`src/rtl/cau_pkg.sv`:
```
// ----------------------------------------------------------------------------
// cau_pkg
// Shared types, constants and tables of the complex arithmetic unit.
// ----------------------------------------------------------------------------
package cau_pkg;

  typedef enum logic [2:0] {
    MODE_ADD = 3'd0,
    MODE_SUB = 3'd1,
    MODE_MUL = 3'd2,
    MODE_DIV = 3'd3,
    MODE_MAG = 3'd4,
    MODE_ARG = 3'd5
  } mode_t;

  // angle accumulator, Q30, signed
  localparam int ZW = 34;
  localparam logic signed [ZW-1:0] PI_Q30      = 34'sd3373259426;
  localparam logic signed [ZW-1:0] HALF_PI_Q30 = 34'sd1686629713;

  // width of the per-item bundle that runs down the cell chain
  function automatic int st_width(input int w);
    return 18 * w + 20 + ZW;
  endfunction

  // atan(2^-i) in Q30
  function automatic logic [29:0] atan_q30(input int idx);
    logic [29:0] v;
    case (idx)
      0:       v = 30'd843314856;
      1:       v = 30'd497837829;
      2:       v = 30'd263043836;
      3:       v = 30'd133525159;
      4:       v = 30'd67021687;
      5:       v = 30'd33543516;
      6:       v = 30'd16775851;
      7:       v = 30'd8388437;
      8:       v = 30'd4194283;
      9:       v = 30'd2097149;
      10:      v = 30'd1048576;
      11:      v = 30'd524288;
      12:      v = 30'd262144;
      13:      v = 30'd131072;
      14:      v = 30'd65536;
      15:      v = 30'd32768;
      16:      v = 30'd16384;
      17:      v = 30'd8192;
      18:      v = 30'd4096;
      19:      v = 30'd2048;
      20:      v = 30'd1024;
      21:      v = 30'd512;
      22:      v = 30'd256;
      23:      v = 30'd128;
      24:      v = 30'd64;
      25:      v = 30'd32;
      26:      v = 30'd16;
      27:      v = 30'd8;
      28:      v = 30'd4;
      29:      v = 30'd2;
      default: v = 30'd0;
    endcase
    return v;
  endfunction

endpackage

```
`src/rtl/cau_back.sv`:
```
// ----------------------------------------------------------------------------
// cau_back
// Final rounding and saturation per mode, and the output register.
// ----------------------------------------------------------------------------
module cau_back
  import cau_pkg::*;
#(
  parameter int W = 32,
  parameter int F = 16,
  localparam int SW = st_width(W)
) (
  input  logic          clk,
  input  logic          rst_n,
  input  logic          vld_i,
  input  logic [SW-1:0] st_i,
  input  logic          out_tready,
  output logic          out_tvalid,
  output logic [W-1:0]  res_re,
  output logic [W-1:0]  res_im,
  output logic          div_by_zero,
  output logic          overflow
);

  localparam int P  = 2 * W;
  localparam int S  = 30 - F;
  localparam int SI = (S > 0) ? S - 1 : 0;
  localparam int EW = ((ZW > W) ? ZW : W) + 1;

  typedef struct packed {
    mode_t                  mode;
    logic [W-1:0]           pre_re;
    logic [W-1:0]           pre_im;
    logic                   pre_ov;
    logic                   pre_dz;
    logic [P-1:0]           den;
    logic [P-1:0]           dr_re;
    logic [P-1:0]           dr_im;
    logic [W:0]             dl_re;
    logic [W:0]             dl_im;
    logic [W:0]             dq_re;
    logic [W:0]             dq_im;
    logic                   dn_re;
    logic                   dn_im;
    logic                   dov_re;
    logic                   dov_im;
    logic [P-1:0]           sq;
    logic [W+1:0]           rem;
    logic [W-1:0]           root;
    logic signed [W+1:0]    cx;
    logic signed [W+1:0]    cy;
    logic signed [ZW-1:0]   cz;
    logic                   skip;
  } st_t;

  localparam logic [W-1:0] MAXV = {1'b0, {(W-1){1'b1}}};
  localparam logic [W-1:0] MINV = {1'b1, {(W-1){1'b0}}};
  localparam logic [EW-1:0] MAXE = {{(EW-W+1){1'b0}}, {(W-1){1'b1}}};
  localparam logic [EW-1:0] MINE = {{(EW-W+1){1'b1}}, {(W-1){1'b0}}};

  // quotient rounding (half away from zero on the magnitude), sign and clamp
  function automatic logic [W:0] div_fin(input logic [W:0] q, input logic neg,
                                         input logic pov);
    logic [W+1:0] qs;
    logic [W:0]   qf;
    qs = {1'b0, q} + (W+2)'(1);
    qf = qs[W+1:1];
    if (pov) begin
      return {1'b1, neg ? MINV : MAXV};
    end
    if (neg) begin
      if (qf > {2'b01, {(W-1){1'b0}}}) begin
        return {1'b1, MINV};
      end
      return {1'b0, W'(-qf)};
    end
    if (qf > {1'b0, MAXV}) begin
      return {1'b1, MAXV};
    end
    return {1'b0, qf[W-1:0]};
  endfunction

  st_t                  s;
  logic [W:0]           fre, fim, rr;
  logic signed [ZW-1:0] zr;
  logic signed [EW-1:0] ze;
  logic [W-1:0]         re_nxt, im_nxt;
  logic                 dz_nxt, ov_nxt;

  always_comb begin
    s   = st_t'(st_i);
    fre = div_fin(s.dq_re, s.dn_re, s.dov_re);
    fim = div_fin(s.dq_im, s.dn_im, s.dov_im);
    rr  = {1'b0, s.root} + (W+1)'(s.rem > {2'b00, s.root});
    if (S == 0) begin
      zr = s.cz;
    end else begin
      zr = (s.cz >>> S) + $signed(ZW'(s.cz[SI]));
    end
    ze = EW'(zr);

    re_nxt = s.pre_re;
    im_nxt = s.pre_im;
    dz_nxt = s.pre_dz;
    ov_nxt = s.pre_ov;
    case (s.mode)
      MODE_DIV: begin
        if (!s.pre_dz) begin
          re_nxt = fre[W-1:0];
          im_nxt = fim[W-1:0];
          ov_nxt = fre[W] | fim[W];
        end
      end
      MODE_MAG: begin
        im_nxt = '0;
        ov_nxt = rr > {1'b0, MAXV};
        re_nxt = ov_nxt ? MAXV : rr[W-1:0];
      end
      MODE_ARG: begin
        im_nxt = '0;
        ov_nxt = ($signed(ze) > $signed(MAXE)) || ($signed(ze) < $signed(MINE));
        if ($signed(ze) > $signed(MAXE)) begin
          re_nxt = MAXV;
        end else if ($signed(ze) < $signed(MINE)) begin
          re_nxt = MINV;
        end else begin
          re_nxt = ze[W-1:0];
        end
      end
      default: ;
    endcase
  end

  logic         vld_r;
  logic [W-1:0] re_r, im_r;
  logic         dz_r, ov_r;
  logic         ld;

  assign ld = !vld_r || out_tready;

  always_ff @(posedge clk) begin
    if (!rst_n) begin
      vld_r <= 1'b0;
    end else if (ld) begin
      vld_r <= vld_i;
    end
  end

  always_ff @(posedge clk) begin
    if (ld) begin
      re_r <= re_nxt;
      im_r <= im_nxt;
      dz_r <= dz_nxt;
      ov_r <= ov_nxt;
    end
  end

  assign out_tvalid  = vld_r;
  assign res_re      = re_r;
  assign res_im      = im_r;
  assign div_by_zero = dz_r;
  assign overflow    = ov_r;

endmodule

```
`config.mk`:
```
export PLATFORM = sky130hd
export DESIGN_NAME = cau_back
export DESIGN_NICKNAME = d
export VERILOG_FILES = /design/src/rtl/cau_pkg.sv /design/src/rtl/cau_back.sv
export SDC_FILE = /design/constraint.sdc
export NUM_CORES = 1
export LEC_CHECK = 0
export BUFFER_PORTS_ARGS = -buffer_cell sky130_fd_sc_hd__buf_4
export CORE_AREA = 4 4 272 274
export CTS_BUF_LIST = sky130_fd_sc_hd__clkbuf_4 sky130_fd_sc_hd__clkbuf_8 sky130_fd_sc_hd__clkbuf_16
export DETAILED_ROUTE_END_ITERATION = 10
export DIE_AREA = 0 0 276 278
export PLACE_DENSITY = 0.35
export SETUP_SLACK_MARGIN = 0.4
export SLEW_MARGIN = 0
export SYNTH_ARGS = -nofsm -noshare
export SYNTH_HDL_FRONTEND = slang
export SYNTH_SLANG_ARGS = --single-unit
```
`constraint.sdc`:
```
create_clock -name clk -period 3.9 [get_ports clk]
set_input_delay 0.39 -clock clk [delete_from_list [all_inputs] [get_ports clk]]
set_output_delay 0.39 -clock clk [all_outputs]
set_load 0.1 [all_outputs]
```
==> flow_summary.yaml <==
outcome:
  run_status: "complete, no violations"
timing:
  fmaxAchievable_ghz: 0.263
  period_minus_slack_ns: 3.80
  skew_ns: 0.00915
  hold_viol_final: 0
  worst-slew-pin-transition_ns: 1.10
  final-setup-viol-count: 0
  rsz0062_at_grt: "true"
  period_share_pct: 97.5
  max-slew-margin-rel_pct: 26.5
  timing_max_transition_violations_final: 0
die:
  die-height_um: 278
  die_area_um2: 76700
  dieWidth_um: 276
  floorplan.initialDensity_pct: 14.3
  core_region_area_um2: 71400
  placementRows: 98
  io_pins: 701
clocking:
  ctsLongestPathBuffers: 2
  clock_transition_at_the_registers_of_the_reported_paths_ns: 0.07
  numCtsBuffers: 9
  tritoncts: "yes"
  cts.htree.levels: 3
  ctsHoldBuffers: 0
  clock_sink_count: 67
  clockRootBuffer: "sky130_fd_sc_hd__clkbuf_16"
  worst_skew_pair_later_pin_latency_ns: 0.35
detailed_routing:
  drt-total-wl_um: 58900
  dr.first_iter.drc_count: 789
  detailroute.via_count: 12600
  drt.antenna.violating_nets: 0
  remaining_drc_errors: 0
  drt-vias-per-instance: 4.49
  drt-wirelength-per-cell_um: 21.0
  dr.pass1.iters: 5
placement:
  post-dp-hpwl_um: 49700
  place.detailed.instances: 2753
  gp_congestion: 0.835
  port_buffers: 296
synthesis:
  synth_ff_type: "sky130_fd_sc_hd__edfxtp_1"
  synthesized_netlist_cell_count: 1330
  synth_enable_flop_cells: 66
  post_synth_instance_area_um2: 10200
  ys_warn_count: 0
  yosysSeqAreaShare_pct: 19.7
  ys_async_sr_fraction_pct: 0
  syn_nets: 2006
  syn_avg_cell_area_um2: 7.65
  synthesis_stage_register_bit_count: 67
  netlist-cell-type-count: 90
hold_path:
  type_of_the_most_critical_hold_path: "input pin to register"
  min_from: "rst_n"
cells_and_area:
  final_layout_size_suffix_gt1_share_pct: 40.5
  layout.cells.non_filler: 2804
  post-route-util_pct: 23.2
  num-nets-final: 2523
  layout.cells.most_common: "sky130_fd_sc_hd__buf_4"
  area_growth_syn_to_layout_pct: 63.0
  most-common-layout-cells: "sky130_fd_sc_hd__buf_4 (570), sky130_fd_sc_hd__nor2_1 (100), sky130_fd_sc_hd__nand2_1 (99)"
pwr:
  vdd_ir_drop_max_uv: 175
  power_density_over_cell_area_nw_per_um2: 241
  leakage_nw: 6.59
global_routing:
  largest_net_degree_at_the_start_of_global_routing: 68
  wire_length_of_the_first_global_routing_pass_um: 85000
  global_route.overflow_total: 0
  grt_pass1_vias: 12500
  grt.total_usage_pct: 14.6
  initial_antenna_violation_count: 10
worst_setup_path:
  cp_max_fo: 3
  critPathLaunch: "st_i[104]"
  critical_path_arrival_ns: 3.99
  worst-endpoint-required_ns: 4.09
  critPathKind: "input pin to register"
  critPathLaunchType: "input pin"
  worst_r2r_startpoint: "out_tvalid"
  cp_endpoint_kind: "register"
job:
  drv_cap: 0
==> per-stage QoR <==
step | cell area, um2 | total power [mW] | setup TNS, ns | hold slack, ns | setup slack (ns)
CTS | 15900 | 3.95 | 0 | 0.278 | 0.0224
global route | 16600 | 4.19 | -0.613 | 0.286 | -0.0863
floorplan | 10300 | 2.13 | 0 | 0.489 | 0.0938
global placement | 15200 | 3.01 | -15.03 | 0.655 | -0.722
finish | 16600 | 4.00 | 0 | 0.297 | 0.0987
detailed placement | 15200 | 3.00 | -14.67 | 0.660 | -0.722
==> synthesized netlist by cell type, drive strengths merged, types with 5 or more instances <==
cell	instances	area, um2
inv	47	176
nand3	70	350
nor4	30	264
a21oi	79	399
nand2b	13	81.3
o311ai	6	52.6
a221o	12	120
mux2i	5	50.1
or4	10	75.1
a211oi	11	110
or3	17	111
o21a	16	120
nand4b	7	76.3
and4	19	171
buf	36	244
ha	42	526
xor2	53	464
nand2	103	397
nor4b	5	43.8
nor3b	5	37.5
o22ai	16	100
a22oi	12	90.1
a21o	19	143
or2	8	52.6
xnor2	103	902
o21ai	82	414
o31ai	9	67.6
and3	21	131
and2	10	65.1
nand4	63	422
nor2	116	443
edfxtp	66	1980
a31oi	29	181
clkbuf	48	183
a32oi	5	43.8
nor2b	10	62.6
o211ai	5	37.5
a22o	17	149
nand3b	8	60.1
nor3	38	216
==> final cells by class <==
cell class                      count  area (um2)
Multi-Input combinational cell   1130        8340
Inverter                           49         196
Timing Repair Buffer              590        4560
Sequential cell                    67        2000
Antenna cell                        2        5.00
Tap cell                          950        1190
Clock buffer                       10         233
Fill cell                        7968       54800
Clock inverter                      6        63.8
==> power breakdown <==
group | switching [mW] | total (mW) | internal (mW)
logic | 1.39 | 2.16 | 0.769
registers | 0.0639 | 0.962 | 0.898
clock network | 0.378 | 0.883 | 0.505
total | 1.83 | 4.00 | 2.17
==> repair_timing <==
action,4_1_cts,5_1_grt
setup endpoints to repair,32,63
resized for setup,59,102
hold endpoints to repair,0,0
pin swaps,32,54
setup buffers,17,14
cloned,0,2
==> metal layers <==
layer  part of all wire [%]  track usage [%]  vias up
li1                       -                -     6077
met4                    1.5             2.61       14
met2                     44             22.8      408
met1                     48             20.6     6036
met5                   0.15                0        -
met3                    6.3             3.37       47
==> logic make-up after synthesis <==
group,share of synthesized area [%]
adders and majority gates,5.17
xor gates and xnor gates,13.4
DFF,19.7
muxes,0.603
and+or+nand+nor,30.2
AOI/OAI and AO/OA,24.9
buffers and inverters,6.00
==> sequential cells by signal, indices dropped and copies added (netlist names) <==
| signal | cells |
|---|---|
| overflow | 1 |
| res_im | 32 |
| div_by_zero | 1 |
| res_re | 32 |
| out_tvalid | 1 |
==> critical path, cell delays in order <==
cell                       delay (ns)
sky130_fd_sc_hd__buf_12          0.09
sky130_fd_sc_hd__inv_12          0.03
sky130_fd_sc_hd__ha_4            0.24
sky130_fd_sc_hd__nor2b_4         0.12
sky130_fd_sc_hd__o21a_1          0.11
sky130_fd_sc_hd__o21a_1          0.10
sky130_fd_sc_hd__o21ai_1         0.05
sky130_fd_sc_hd__nand2b_1        0.08
sky130_fd_sc_hd__a21oi_2         0.07
sky130_fd_sc_hd__o21ai_1         0.13
sky130_fd_sc_hd__a21oi_1         0.08
sky130_fd_sc_hd__o21a_1          0.18
sky130_fd_sc_hd__a41oi_2         0.19
sky130_fd_sc_hd__ha_2            0.21
sky130_fd_sc_hd__nand2_1         0.05
sky130_fd_sc_hd__or3_4           0.38
sky130_fd_sc_hd__nor4b_4         0.33
sky130_fd_sc_hd__o31ai_2         0.09
sky130_fd_sc_hd__or2_1           0.25
sky130_fd_sc_hd__buf_4           0.14
sky130_fd_sc_hd__buf_4           0.13
sky130_fd_sc_hd__buf_4           0.13
sky130_fd_sc_hd__a21oi_4         0.14
sky130_fd_sc_hd__o22ai_2         0.10
sky130_fd_sc_hd__a21oi_4         0.17
==> final timing paths <==
check / depth (start not counted) / slack [ns] / end
setup reg to reg: 1 / 2.32 / res_re[12]
hold reg to reg: 1 / 1.31 / res_im[15]
hold / removal: 2 / 0.30 / out_tvalid
setup / recovery: 25 / 0.1 / overflow
No activity file was read; power rests on OpenSTA's default activity.
