### src/rtl/cau_pkg.sv
// ----------------------------------------------------------------------------
// cau_pkg
// Shared types, constants and tables of the complex arithmetic unit.
// ----------------------------------------------------------------------------
package cau_pkg;

  typedef enum logic [2:0] {
    MODE_ADD = 3'd0,
    MODE_SUB = 3'd1,
    MODE_MUL = 3'd2,
    MODE_DIV = 3'd3,
    MODE_MAG = 3'd4,
    MODE_ARG = 3'd5
  } mode_t;

  // angle accumulator, Q30, signed
  localparam int ZW = 34;
  localparam logic signed [ZW-1:0] PI_Q30      = 34'sd3373259426;
  localparam logic signed [ZW-1:0] HALF_PI_Q30 = 34'sd1686629713;

  // width of the per-item bundle that runs down the cell chain
  function automatic int st_width(input int w);
    return 18 * w + 20 + ZW;
  endfunction

  // atan(2^-i) in Q30
  function automatic logic [29:0] atan_q30(input int idx);
    logic [29:0] v;
    case (idx)
      0:       v = 30'd843314856;
      1:       v = 30'd497837829;
      2:       v = 30'd263043836;
      3:       v = 30'd133525159;
      4:       v = 30'd67021687;
      5:       v = 30'd33543516;
      6:       v = 30'd16775851;
      7:       v = 30'd8388437;
      8:       v = 30'd4194283;
      9:       v = 30'd2097149;
      10:      v = 30'd1048576;
      11:      v = 30'd524288;
      12:      v = 30'd262144;
      13:      v = 30'd131072;
      14:      v = 30'd65536;
      15:      v = 30'd32768;
      16:      v = 30'd16384;
      17:      v = 30'd8192;
      18:      v = 30'd4096;
      19:      v = 30'd2048;
      20:      v = 30'd1024;
      21:      v = 30'd512;
      22:      v = 30'd256;
      23:      v = 30'd128;
      24:      v = 30'd64;
      25:      v = 30'd32;
      26:      v = 30'd16;
      27:      v = 30'd8;
      28:      v = 30'd4;
      29:      v = 30'd2;
      default: v = 30'd0;
    endcase
    return v;
  endfunction

endpackage

### src/rtl/cau_cell.sv
// ----------------------------------------------------------------------------
// cau_cell
// One step of the chain: a quotient bit on both divider lanes, a root bit
// and one CORDIC micro-rotation, each only where this cell's index applies.
// ----------------------------------------------------------------------------
module cau_cell
  import cau_pkg::*;
#(
  parameter int W   = 32,
  parameter int CS  = 16,
  parameter int IDX = 0,
  localparam int SW = st_width(W)
) (
  input  logic          clk,
  input  logic          rst_n,
  input  logic          en,
  input  logic          vld_i,
  input  logic [SW-1:0] st_i,
  output logic          vld_o,
  output logic [SW-1:0] st_o
);

  localparam int P = 2 * W;

  typedef struct packed {
    mode_t                  mode;
    logic [W-1:0]           pre_re;
    logic [W-1:0]           pre_im;
    logic                   pre_ov;
    logic                   pre_dz;
    logic [P-1:0]           den;
    logic [P-1:0]           dr_re;
    logic [P-1:0]           dr_im;
    logic [W:0]             dl_re;
    logic [W:0]             dl_im;
    logic [W:0]             dq_re;
    logic [W:0]             dq_im;
    logic                   dn_re;
    logic                   dn_im;
    logic                   dov_re;
    logic                   dov_im;
    logic [P-1:0]           sq;
    logic [W+1:0]           rem;
    logic [W-1:0]           root;
    logic signed [W+1:0]    cx;
    logic signed [W+1:0]    cy;
    logic signed [ZW-1:0]   cz;
    logic                   skip;
  } st_t;

  // {remainder, low bits, quotient}
  function automatic logic [P+2*W+1:0] div_step(input logic [P-1:0] r, input logic [W:0] l,
                                               input logic [W:0] q, input logic [P-1:0] d);
    logic [P:0] r2;
    logic       bt;
    r2 = {r, l[W]};
    bt = r2 >= {1'b0, d};
    if (bt) begin
      r2 = r2 - {1'b0, d};
    end
    return {r2[P-1:0], l[W-1:0], 1'b0, q[W-1:0], bt};
  endfunction

  st_t                 s, n;
  logic [W+3:0]        rem2, trial;
  logic signed [W+1:0] dx, dy;
  logic signed [ZW-1:0] at;

  always_comb begin
    s = st_t'(st_i);
    n = s;

    if (IDX <= W) begin
      {n.dr_re, n.dl_re, n.dq_re} = div_step(s.dr_re, s.dl_re, s.dq_re, s.den);
      {n.dr_im, n.dl_im, n.dq_im} = div_step(s.dr_im, s.dl_im, s.dq_im, s.den);
    end

    rem2  = {s.rem, s.sq[P-1:P-2]};
    trial = {2'b00, s.root, 2'b01};
    if (IDX < W) begin
      n.sq = {s.sq[P-3:0], 2'b00};
      if (rem2 >= trial) begin
        n.rem  = (W+2)'(rem2 - trial);
        n.root = {s.root[W-2:0], 1'b1};
      end else begin
        n.rem  = (W+2)'(rem2);
        n.root = {s.root[W-2:0], 1'b0};
      end
    end

    dx = s.cy >>> IDX;
    dy = s.cx >>> IDX;
    at = ZW'(atan_q30(IDX));
    if (IDX < CS && !s.skip) begin
      if (!s.cy[W+1]) begin
        n.cx = s.cx + dx;
        n.cy = s.cy - dy;
        n.cz = s.cz + at;
      end else begin
        n.cx = s.cx - dx;
        n.cy = s.cy + dy;
        n.cz = s.cz - at;
      end
    end
  end

  logic vld_r;
  st_t  st_r;

  always_ff @(posedge clk) begin
    if (!rst_n) begin
      vld_r <= 1'b0;
    end else if (en) begin
      vld_r <= vld_i;
    end
  end

  always_ff @(posedge clk) begin
    if (en) begin
      st_r <= n;
    end
  end

  assign vld_o = vld_r;
  assign st_o  = st_r;

endmodule

### config.mk
export PLATFORM = sky130hd
export DESIGN_NAME = cau_cell
export DESIGN_NICKNAME = d
export VERILOG_FILES = /design/src/rtl/cau_pkg.sv /design/src/rtl/cau_cell.sv
export SDC_FILE = /design/constraint.sdc
export NUM_CORES = 1
export LEC_CHECK = 0
export BUFFER_PORTS_ARGS = -buffer_cell sky130_fd_sc_hd__clkbuf_2
export CORE_AREA = 2 2 488 490
export DETAILED_ROUTE_END_ITERATION = 7
export DIE_AREA = 0 0 490 492
export GPL_ROUTABILITY_DRIVEN = 0
export GPL_TIMING_DRIVEN = 0
export PLACE_DENSITY = 0.39
export SETUP_SLACK_MARGIN = 0.5
export SLEW_MARGIN = 20
export SYNTH_ARGS = -nofsm -noshare
export SYNTH_HDL_FRONTEND = slang
export SYNTH_SLANG_ARGS = --single-unit
### constraint.sdc
create_clock -name clk -period 13.4 [get_ports clk]
set_clock_uncertainty 0.15 [all_clocks]
set_input_delay 1.34 -clock clk [delete_from_list [all_inputs] [get_ports clk]]
set_output_delay 1.34 -clock clk [all_outputs]
set_load 0.02 [all_outputs]
==> results of run 1 <==
-- cell usage in the layout, fill, tap and decap left out, types with 33 or more instances in the layout --
cell type and count:
nand4_1 51, a21o_1 125, clkbuf_16 86, mux2i_1 34
xnor2_1 141, edfxtp_1 626, nor2_1 180, clkbuf_1 110
o21ai_0 272, nand2_1 295, mux2_2 95, nand3_1 50
nor3_1 50, inv_1 278, xor2_1 83, clkbuf_2 1259
ha_1 290, nand2b_1 33, o21bai_1 72, a21oi_1 348
-- state kept, by name (all words and copies together) (netlist names) --
| register | cells |
|---|---|
| st_o | 626 |
| vld_o | 1 |
-- worst max path at each step --
| stage | start | endpoint | slack [ns] | depth (start not counted) |
|---|---|---|---|---|
| floorplan | st_i[68] | st_o[34] | 8.28 | 14 |
| global placement | en | vld_o | -2.16 | 3 |
| detailed placement | st_i[68] | st_o[34] | 5.37 | 16 |
| CTS | st_i[68] | st_o[34] | 6.10 | 16 |
| global route | st_i[68] | st_o[34] | 5.78 | 16 |
| finish | st_i[68] | st_o[34] | 6.10 | 16 |
-- area by class of cell --
class	count	area [um^2]	area share
plain buffers	138	588	0.0113
clock inverters	56	726	0.0139
repair buffers	1271	6580	0.126
inverters	283	1060	0.0204
clock buffers	99	2200	0.0422
diodes	24	60.1	0.00115
flip-flops and latches	627	18800	0.361
multi-input cells	2599	18200	0.349
well taps	3167	3960	0.0759
-- routing by layer --
metal	up-vias	share of wire	GRT usage
met5	-	0.0015	0
met4	58	0.070	0.114
met3	389	0.070	0.0490
met2	1591	0.52	0.362
met1	17500	0.33	0.191
li1	16300	-	-
-- critical path, stage by stage --
cell and delay, ns:
clkbuf_2 0.45, inv_1 0.50, buf_1 0.91, clkbuf_2 0.42
buf_12 0.21, ha_1 0.22, nand3_1 0.16, nor4b_1 0.55
o21ai_0 0.31, a21oi_1 0.32, a211oi_1 0.15, o31ai_1 0.84
a31oi_1 0.35, nand4_1 0.20, o221ai_1 0.29, xor2_1 0.24
-- power by group --
group,switching [mW],internal (mW)
clock network,1.04,1.41
logic,1.34,0.627
registers,0.0825,2.43
total,2.46,4.46
-- kinds of logic (layout without fill, tap and decap cells) --
kind of cell / Yosys count / in the layout / synth area share
AO/OA/AOI/OAI: 1123 / 1123 / 0.184
AND/OR/NAND/NOR: 821 / 821 / 0.100
flip-flops: 627 / 627 / 0.487
buffers and inverters: 421 / 1847 / 0.0427
adder cells (fa/ha/maj): 296 / 296 / 0.0970
XOR/XNOR: 224 / 224 / 0.0508
multiplexers: 131 / 131 / 0.0373
other: 1 / 28 / 0.0000971
-- through the flow --
step,setup TNS (ns),power [mW],setup slack (ns),instance area (um^2)
after floorplan,0,3.59,8.28,38600
final,0,6.92,6.10,52200
after global placement,-1094.48,4.59,-2.16,48900
after global routing,0,7.21,5.78,52100
after detailed placement,0,4.53,5.37,49200
after CTS,0,7.05,6.10,52100
==> flow_metrics.tcl, run 1 <==
set metrics [dict create \
    run_status "complete, no violations" \
    synth_top_cell_area_share 0.487 \
    root_buffer "clkbuf_16" \
    finalCriticalPeriod_ns 7.30 \
    yosysSeqAreaShare 0.487 \
    cts_setup_buffers 0 \
    cts.sink_count 627 \
    area_growth_pct 35.1 \
    antenna_found_initial 97 \
    initialDrtViolationCount 2941 \
    cts_made_buffers 86 \
    hpwl_mm 209 \
    vias_per_cell 4.34 \
    r2r_slack_ns 12.67 \
    grt_pass1_vias 35500 \
    drt_pre_antenna_iters 5 \
    syn_inst 3644 \
    relSlewSlack 0.222 \
    dieHeight_um 492 \
    rr_startpoint "vld_o" \
    syn_area_um2 38600 \
    io_pins 1265 \
    start_util 0.163 \
    yosys_warnings 0 \
    tightest_slew_ns 1.17 \
    max-cap-violations 0 \
    nNetsFinal 5936 \
    cts_tree "built" \
    synth_commonest_cells "edfxtp_1 (626), a21oi_1 (348), nand2_1 (295)" \
    synth_cell_type_count 89 \
    crit_type "primary input to flop" \
    cts_resized 0 \
    ir_worst_vdd_mv 0.129 \
    leakagePower_nw 22.3 \
    synth_edf_count 626 \
    clock.fmax_mhz 137 \
    avgSynthCellArea_um2 10.6 \
    timing.hold.worst_endpoint "vld_o" \
    worstHoldStart "vld_o" \
    final_cells 8264 \
    finalHoldViolCount 0 \
    synth_largest_area_cell "edfxtp_1" \
    min-delay-path-class "flop to flop" \
    port_buffers 1258 \
    vias 35900 \
    die_w_um 490 \
    timing.hold.ws_ns 0.371 \
    hold_buffers 0 \
    critPathCaptureType "flop" \
    synth_most_common_cell "edfxtp_1" \
    hold-path-cell-count 2 \
    grtUsageTotal 0.193 \
    rsz0062_at_grt "no" \
    final_layout_size_suffix_gt1_frac 0.312 \
    dp_cells 8085 \
    r2r_end "vld_o" \
    synth_ff_type "edfxtp_1" \
    finalCritPeriodShare 0.545 \
    fill_cells 26000 \
    async_flop_share 0 \
    grt-ovfl-total 0 \
    synth_area_leaders "edfxtp_1 (49%), ha_1 (9.4%), a21oi_1 (4.5%), o21ai_0 (3.5%), xnor2_1 (3.2%)" \
    h-tree-depth 3 \
    fin_util 0.221 \
    setup_viol 0 \
    grt_max_degree 87 \
    antenna_left 0 \
    wirelength_mm 243 \
    core_um2 236000 \
    cp_data_required_time_ns 13.67 \
    power.density_nw_per_um2 133 \
    drv_slew 0 \
    start_kind "primary input" \
    crit_arrival_ns 7.57 \
    path_max_fanout 21 \
    grt_pass1_wl_mm 316 \
    die-area_um2 241000 \
    path_clk_slew_ns 0.06 \
    std_cell_rows 179 \
    drc_errors 0 \
    wire_per_inst_um 29.4 \
    clockBufferDepth 3 \
    worstSkewPairLatency_ns 0.71 \
    yosys_register_bits 627 \
    r2r_cells 2 \
]
Power figures use the tool's default switching activity.
==> inputs of run 2 (changes only) <==
--- a/config.mk
+++ b/config.mk
@@ -11,7 +11,7 @@
 export DIE_AREA = 0 0 490 492
 export GPL_ROUTABILITY_DRIVEN = 0
 export GPL_TIMING_DRIVEN = 0
-export PLACE_DENSITY = 0.39
+export PLACE_DENSITY = 0.4
 export SETUP_SLACK_MARGIN = 0.5
 export SLEW_MARGIN = 20
 export SYNTH_ARGS = -nofsm -noshare
==> constraint.sdc (replaced) <==
create_clock -name clk -period 6.45 [get_ports clk]
set_clock_uncertainty 0.15 [all_clocks]
set_input_delay 0.645 -clock clk [delete_from_list [all_inputs] [get_ports clk]]
set_output_delay 0.645 -clock clk [all_outputs]
set_load 0.02 [all_outputs]
==> flow_metrics.tcl, run 2 (same netlist as run 1, synthesis figures left out) <==
set metrics [dict create \
    run_status "complete, no violations" \
    grtUsageTotal 0.198 \
    final_common_cell "clkbuf_2" \
    antenna_found_initial 100 \
    path_common_cell "o21ai_0" \
    pre_cts_slack_ns -1.40 \
    p_seq_frac 0.356 \
    r2r_cells 2 \
    critPathCaptureType "flop" \
    crit_family "compound AO/OA/AOI/OAI gates" \
    pwr-share-clk 0.347 \
    power_mw 14.6 \
    cts.sink_count 627 \
    cp.depth 13 \
    crit_type "primary input to flop" \
    rr_startpoint "vld_o" \
    largest_reg_flops 626 \
    leakagePower_nw 24.0 \
    slowest_delay_ns 0.76 \
    cts_setup_buffers 0 \
    rsz0062_at_grt "no" \
    sw_frac_of_total 0.359 \
    core_um2 236000 \
    path_max_fanout 5 \
    drt_pre_antenna_iters 6 \
    start_kind "primary input" \
    r2r_end "vld_o" \
    comb_power_share 0.297 \
    cts_tree "built" \
    grt-ovfl-total 0 \
    grt_max_degree 86 \
    antenna_left 0 \
    cp_num_buf_inv 2 \
    setup_slack_ns 0.740 \
    finalHoldViolCount 0 \
    min-delay-path-class "primary input to flop" \
    final_layout_size_suffix_gt1_frac 0.291 \
    drc_errors 0 \
    setup_viol 0 \
    finalCritPeriodShare 0.885 \
    ir_worst_vdd_mv 0.272 \
    dp_cells 8085 \
    clockBufferDepth 3 \
    wire_per_inst_um 28.7 \
    hpwl_mm 214 \
    port_buffers 1258 \
    start_util 0.163 \
    max-cap-violations 0 \
    power.density_nw_per_um2 259 \
    hold-path-cell-count 1 \
    finalCriticalPeriod_ns 5.71 \
    nNetsFinal 6349 \
    root_buffer "clkbuf_16" \
    relSlewSlack 0.214 \
    io_pins 1265 \
    final_cell_mix "clkbuf_2 (1258), edfxtp_1 (626), dlygate4sd3_1 (413)" \
    grt_pass1_wl_mm 326 \
    timing.hold.worst_endpoint "st_o[506]" \
    area_growth_pct 46.2 \
    wirelength_mm 250 \
    path_cells "dlygate4sd3_1 > clkbuf_2 > ha_1 > o21ai_0 > a31oi_2 > o21ai_0 > a2111oi_0 > o21ai_0 > a21oi_1 > a21boi_0 > o221ai_1 > xnor2_1 > o21ai_0" \
    crit_arrival_ns 6.00 \
    dieHeight_um 492 \
    vias_per_cell 4.30 \
    setup-tns-final_ns 0 \
    clock.fmax_mhz 175 \
    switchingPower_mw 5.26 \
    drv_slew 0 \
    die_w_um 490 \
    path_clk_slew_ns 0.06 \
    grt_pass1_vias 37600 \
    worstSkewPairLatency_ns 0.71 \
    initialDrtViolationCount 2535 \
    cp_data_required_time_ns 6.74 \
    tightest_slew_ns 1.18 \
    vias 37400 \
    cts_made_buffers 86 \
    h-tree-depth 3 \
    die-area_um2 241000 \
    intPower_mw 9.39 \
    crit_slowest_cell "a2111oi_0" \
    std_cell_rows 179 \
    final_cells 8704 \
    r2r_slack_ns 5.69 \
    worstHoldStart "st_i[506]" \
]
## run 2: final cells by class
| type | instances | area (um^2) |
|---|---|---|
| Sequential cell | 627 | 18800 |
| Clock buffer | 103 | 2240 |
| Multi-Input combinational cell | 2599 | 18200 |
| Buffer | 138 | 596 |
| Timing Repair Buffer | 1684 | 10700 |
| Clock inverter | 56 | 711 |
| Fill cell | 25700 | 180000 |
| Inverter | 283 | 1060 |
| Antenna cell | 47 | 118 |
| Tap cell | 3167 | 3960 |
## run 2: power groups by stage
stage	sequential, mW	clock (mW)	combinational [mW]
after floorplan	5.81	0	1.64
after global placement	5.41	0	4.13
after detailed placement	5.30	0	4.14
after CTS	5.22	5.27	4.41
after global routing	5.25	5.38	4.62
final	5.21	5.08	4.36
## run 2: per-layer routing
| layer | vias to the layer above | share of wire | global-route usage |
|---|---|---|---|
| li1 | 17100 | - | - |
| met1 | 18200 | 0.33 | 0.190 |
| met2 | 1601 | 0.53 | 0.376 |
| met3 | 435 | 0.061 | 0.0469 |
| met4 | 46 | 0.077 | 0.128 |
| met5 | - | 0.0011 | 0 |
## run 2: how the worst max path moves through the flow
stage	slack, ns	startpoint	endpoint
floorplan	2.02	st_i[68]	st_o[34]
global placement	-8.24	en	vld_o
detailed placement	-1.40	st_i[68]	st_o[32]
CTS	0.51	st_i[68]	st_o[32]
global route	0.56	st_i[370]	st_o[378]
finish	0.74	st_i[370]	st_o[420]
## run 2: what timing repair did
item,CTS,global route
hold buffers,413,0
resized for setup,7,4
gates cloned,0,0
setup endpoints to repair,25,3
endpoints found under the hold margin,413,0
pin swaps,0,0
## run 2: metrics by stage
stage | instance area (um^2) | utilization | hold WS (ns)
2_1_floorplan | 38600 | - | 0.439
3_3_place_gp | 48900 | 0.207 | 0.359
3_5_place_dp | 49200 | 0.208 | 0.364
4_1_cts | 56300 | 0.238 | 0.000292
5_1_grt | 56400 | 0.239 | 0.00399
6_report | 56500 | 0.239 | 0.0770
## run 2: worst reg2reg max path, stage by stage, from the launching register on
cell     delay [ns]
dfxtp_1        0.31
mux2i_1        0.13
nor2b_1        0.06
==> inputs of run 3 (changes only) <==
--- a/config.mk
+++ b/config.mk
@@ -7,6 +7,7 @@
 export LEC_CHECK = 0
 export BUFFER_PORTS_ARGS = -buffer_cell sky130_fd_sc_hd__clkbuf_2
 export CORE_AREA = 2 2 488 490
+export CTS_BUF_LIST = sky130_fd_sc_hd__clkbuf_8
 export DETAILED_ROUTE_END_ITERATION = 7
 export DIE_AREA = 0 0 490 492
 export GPL_ROUTABILITY_DRIVEN = 0
==> flow_metrics.tcl, run 3 (same netlist as run 1, synthesis figures left out) <==
set metrics [dict create \
    die_w_um 490 \
    grt-ovfl-total 0 \
    die-area_um2 241000 \
    tightest_slew_ns 1.14 \
    worstSkewPairLatency_ns 0.87 \
    finalCriticalPeriod_ns 5.81 \
    drv_slew 0 \
    dp_cells 8085 \
    antenna_found_initial 79 \
    io_pins 1265 \
    port_buffers 1258 \
    crit_type "primary input to flop" \
    nNetsFinal 6598 \
    multi_input_area_um2 18200 \
    std_cell_rows 179 \
    cts_setup_buffers 0 \
    dieHeight_um 492 \
    worstHoldStart "st_i[9]" \
    final_cells 8975 \
    cp.depth 14 \
    largest_reg_flops 626 \
    rr_startpoint "vld_o" \
    seq_area_um2 18800 \
    cp_data_required_time_ns 6.91 \
    fill_cells 25700 \
    hpwl_mm 214 \
    path_max_fanout 4 \
    initialDrtViolationCount 2646 \
    drc_errors 0 \
    path_cells "dlygate4sd3_1 > clkbuf_2 > inv_1 > ha_1 > o21ai_0 > a31oi_2 > o21ai_0 > a2111oi_0 > o21ai_0 > a21oi_1 > a21boi_0 > o221ai_1 > xnor2_1 > o21ai_0" \
    final_common_cell "clkbuf_2" \
    start_kind "primary input" \
    run_status "complete, no violations" \
    rsz0062_at_grt "no" \
    final_layout_size_suffix_gt1_frac 0.285 \
    setup_viol 0 \
    ir_worst_vdd_mv 0.156 \
    area_growth_pct 50.3 \
    power_mw 14.1 \
    grt_pass1_vias 38900 \
    core_um2 236000 \
    clock.fmax_mhz 172 \
    path_clk_slew_ns 0.05 \
    cts_tree "built" \
    finalCritPeriodShare 0.901 \
    cts.sink_count 627 \
    leakagePower_nw 24.8 \
    drt_pre_antenna_iters 6 \
    antenna_left 0 \
    grtUsageTotal 0.201 \
    crit_family "compound AO/OA/AOI/OAI gates" \
    power.density_nw_per_um2 244 \
    finalHoldViolCount 0 \
    h-tree-depth 4 \
    final_cell_mix "clkbuf_2 (1258), edfxtp_1 (626), dlygate4sd3_1 (609)" \
    cp_num_buf_inv 3 \
    max-cap-violations 0 \
    crit_slowest_cell "a2111oi_0" \
    critPathCaptureType "flop" \
    vias_per_cell 4.30 \
    clockBufferDepth 3 \
    cts_made_buffers 139 \
    cp-startpoint "st_i[500]" \
    grt_max_degree 86 \
    wirelength_mm 252 \
    start_util 0.163 \
    crit_arrival_ns 6.27 \
    relSlewSlack 0.230 \
    hold-path-cell-count 3 \
    slowest_delay_ns 0.76 \
    r2r_cells 3 \
    vias 38600 \
    grt_pass1_wl_mm 331 \
    root_buffer "clkbuf_8" \
    wire_per_inst_um 28.1 \
    min-delay-path-class "primary input to flop" \
    path_common_cell "o21ai_0" \
]
-- run 3: area by class of cell --
type	count	area share
Antenna cell	32	0.00138
Buffer	138	0.0103
Clock buffer	141	0.0334
Clock inverter	108	0.0116
Inverter	283	0.0183
Multi-Input combinational cell	2599	0.314
Sequential cell	627	0.324
Tap cell	3167	0.0683
Timing Repair Buffer	1880	0.218
-- run 3: per-layer routing --
metal  track usage  vias up  share of wire
li1              -    17600              -
met1         0.194    18800           0.34
met2         0.377     1659           0.53
met3        0.0435      438          0.055
met4         0.138       34          0.078
met5             0        -        0.00081
-- run 3: power breakdown --
group	switching [mW]	internal (mW)	leakage (nW)
combinational	2.94	1.55	17.3
sequential	0.172	5.04	6.13
clock	2.24	2.20	1.41
total	5.35	8.79	24.8
-- run 3: metrics by stage --
| stage | setup TNS [ns] | utilization | area, um^2 | setup WS, ns | hold WS, ns |
|---|---|---|---|---|---|
| 2_1_floorplan | 0 | - | 38600 | 2.02 | 0.439 |
| 5_1_grt | 0 | 0.246 | 58000 | 0.552 | 0.00883 |
| 3_5_place_dp | -23.49 | 0.208 | 49200 | -1.40 | 0.364 |
| 3_3_place_gp | -5082.30 | 0.207 | 48900 | -8.24 | 0.359 |
| 4_1_cts | 0 | 0.245 | 58000 | 0.526 | 0.00305 |
| 6_report | 0 | 0.246 | 58100 | 0.637 | 0.116 |
-- run 3: timing repair --
item / in CTS / in global routing
hold buffers: 609 / 0
gates cloned: 0 / 0
hold endpoints to repair: 613 / 0
resized for setup: 5 / 3
setup endpoints to repair: 8 / 3
-- run 3: path summary, 6_finish.rpt --
kind                     to  slack [ns]
hold / removal      st_o[9]        0.12
setup / recovery  st_o[420]        0.64
hold reg to reg       vld_o        0.95
setup reg to reg      vld_o        5.12
-- run 3: worst min-delay path, stage by stage --
cell and delay (ns):
clkbuf_2 0.09, nand2_1 0.05, o21ai_0 0.18
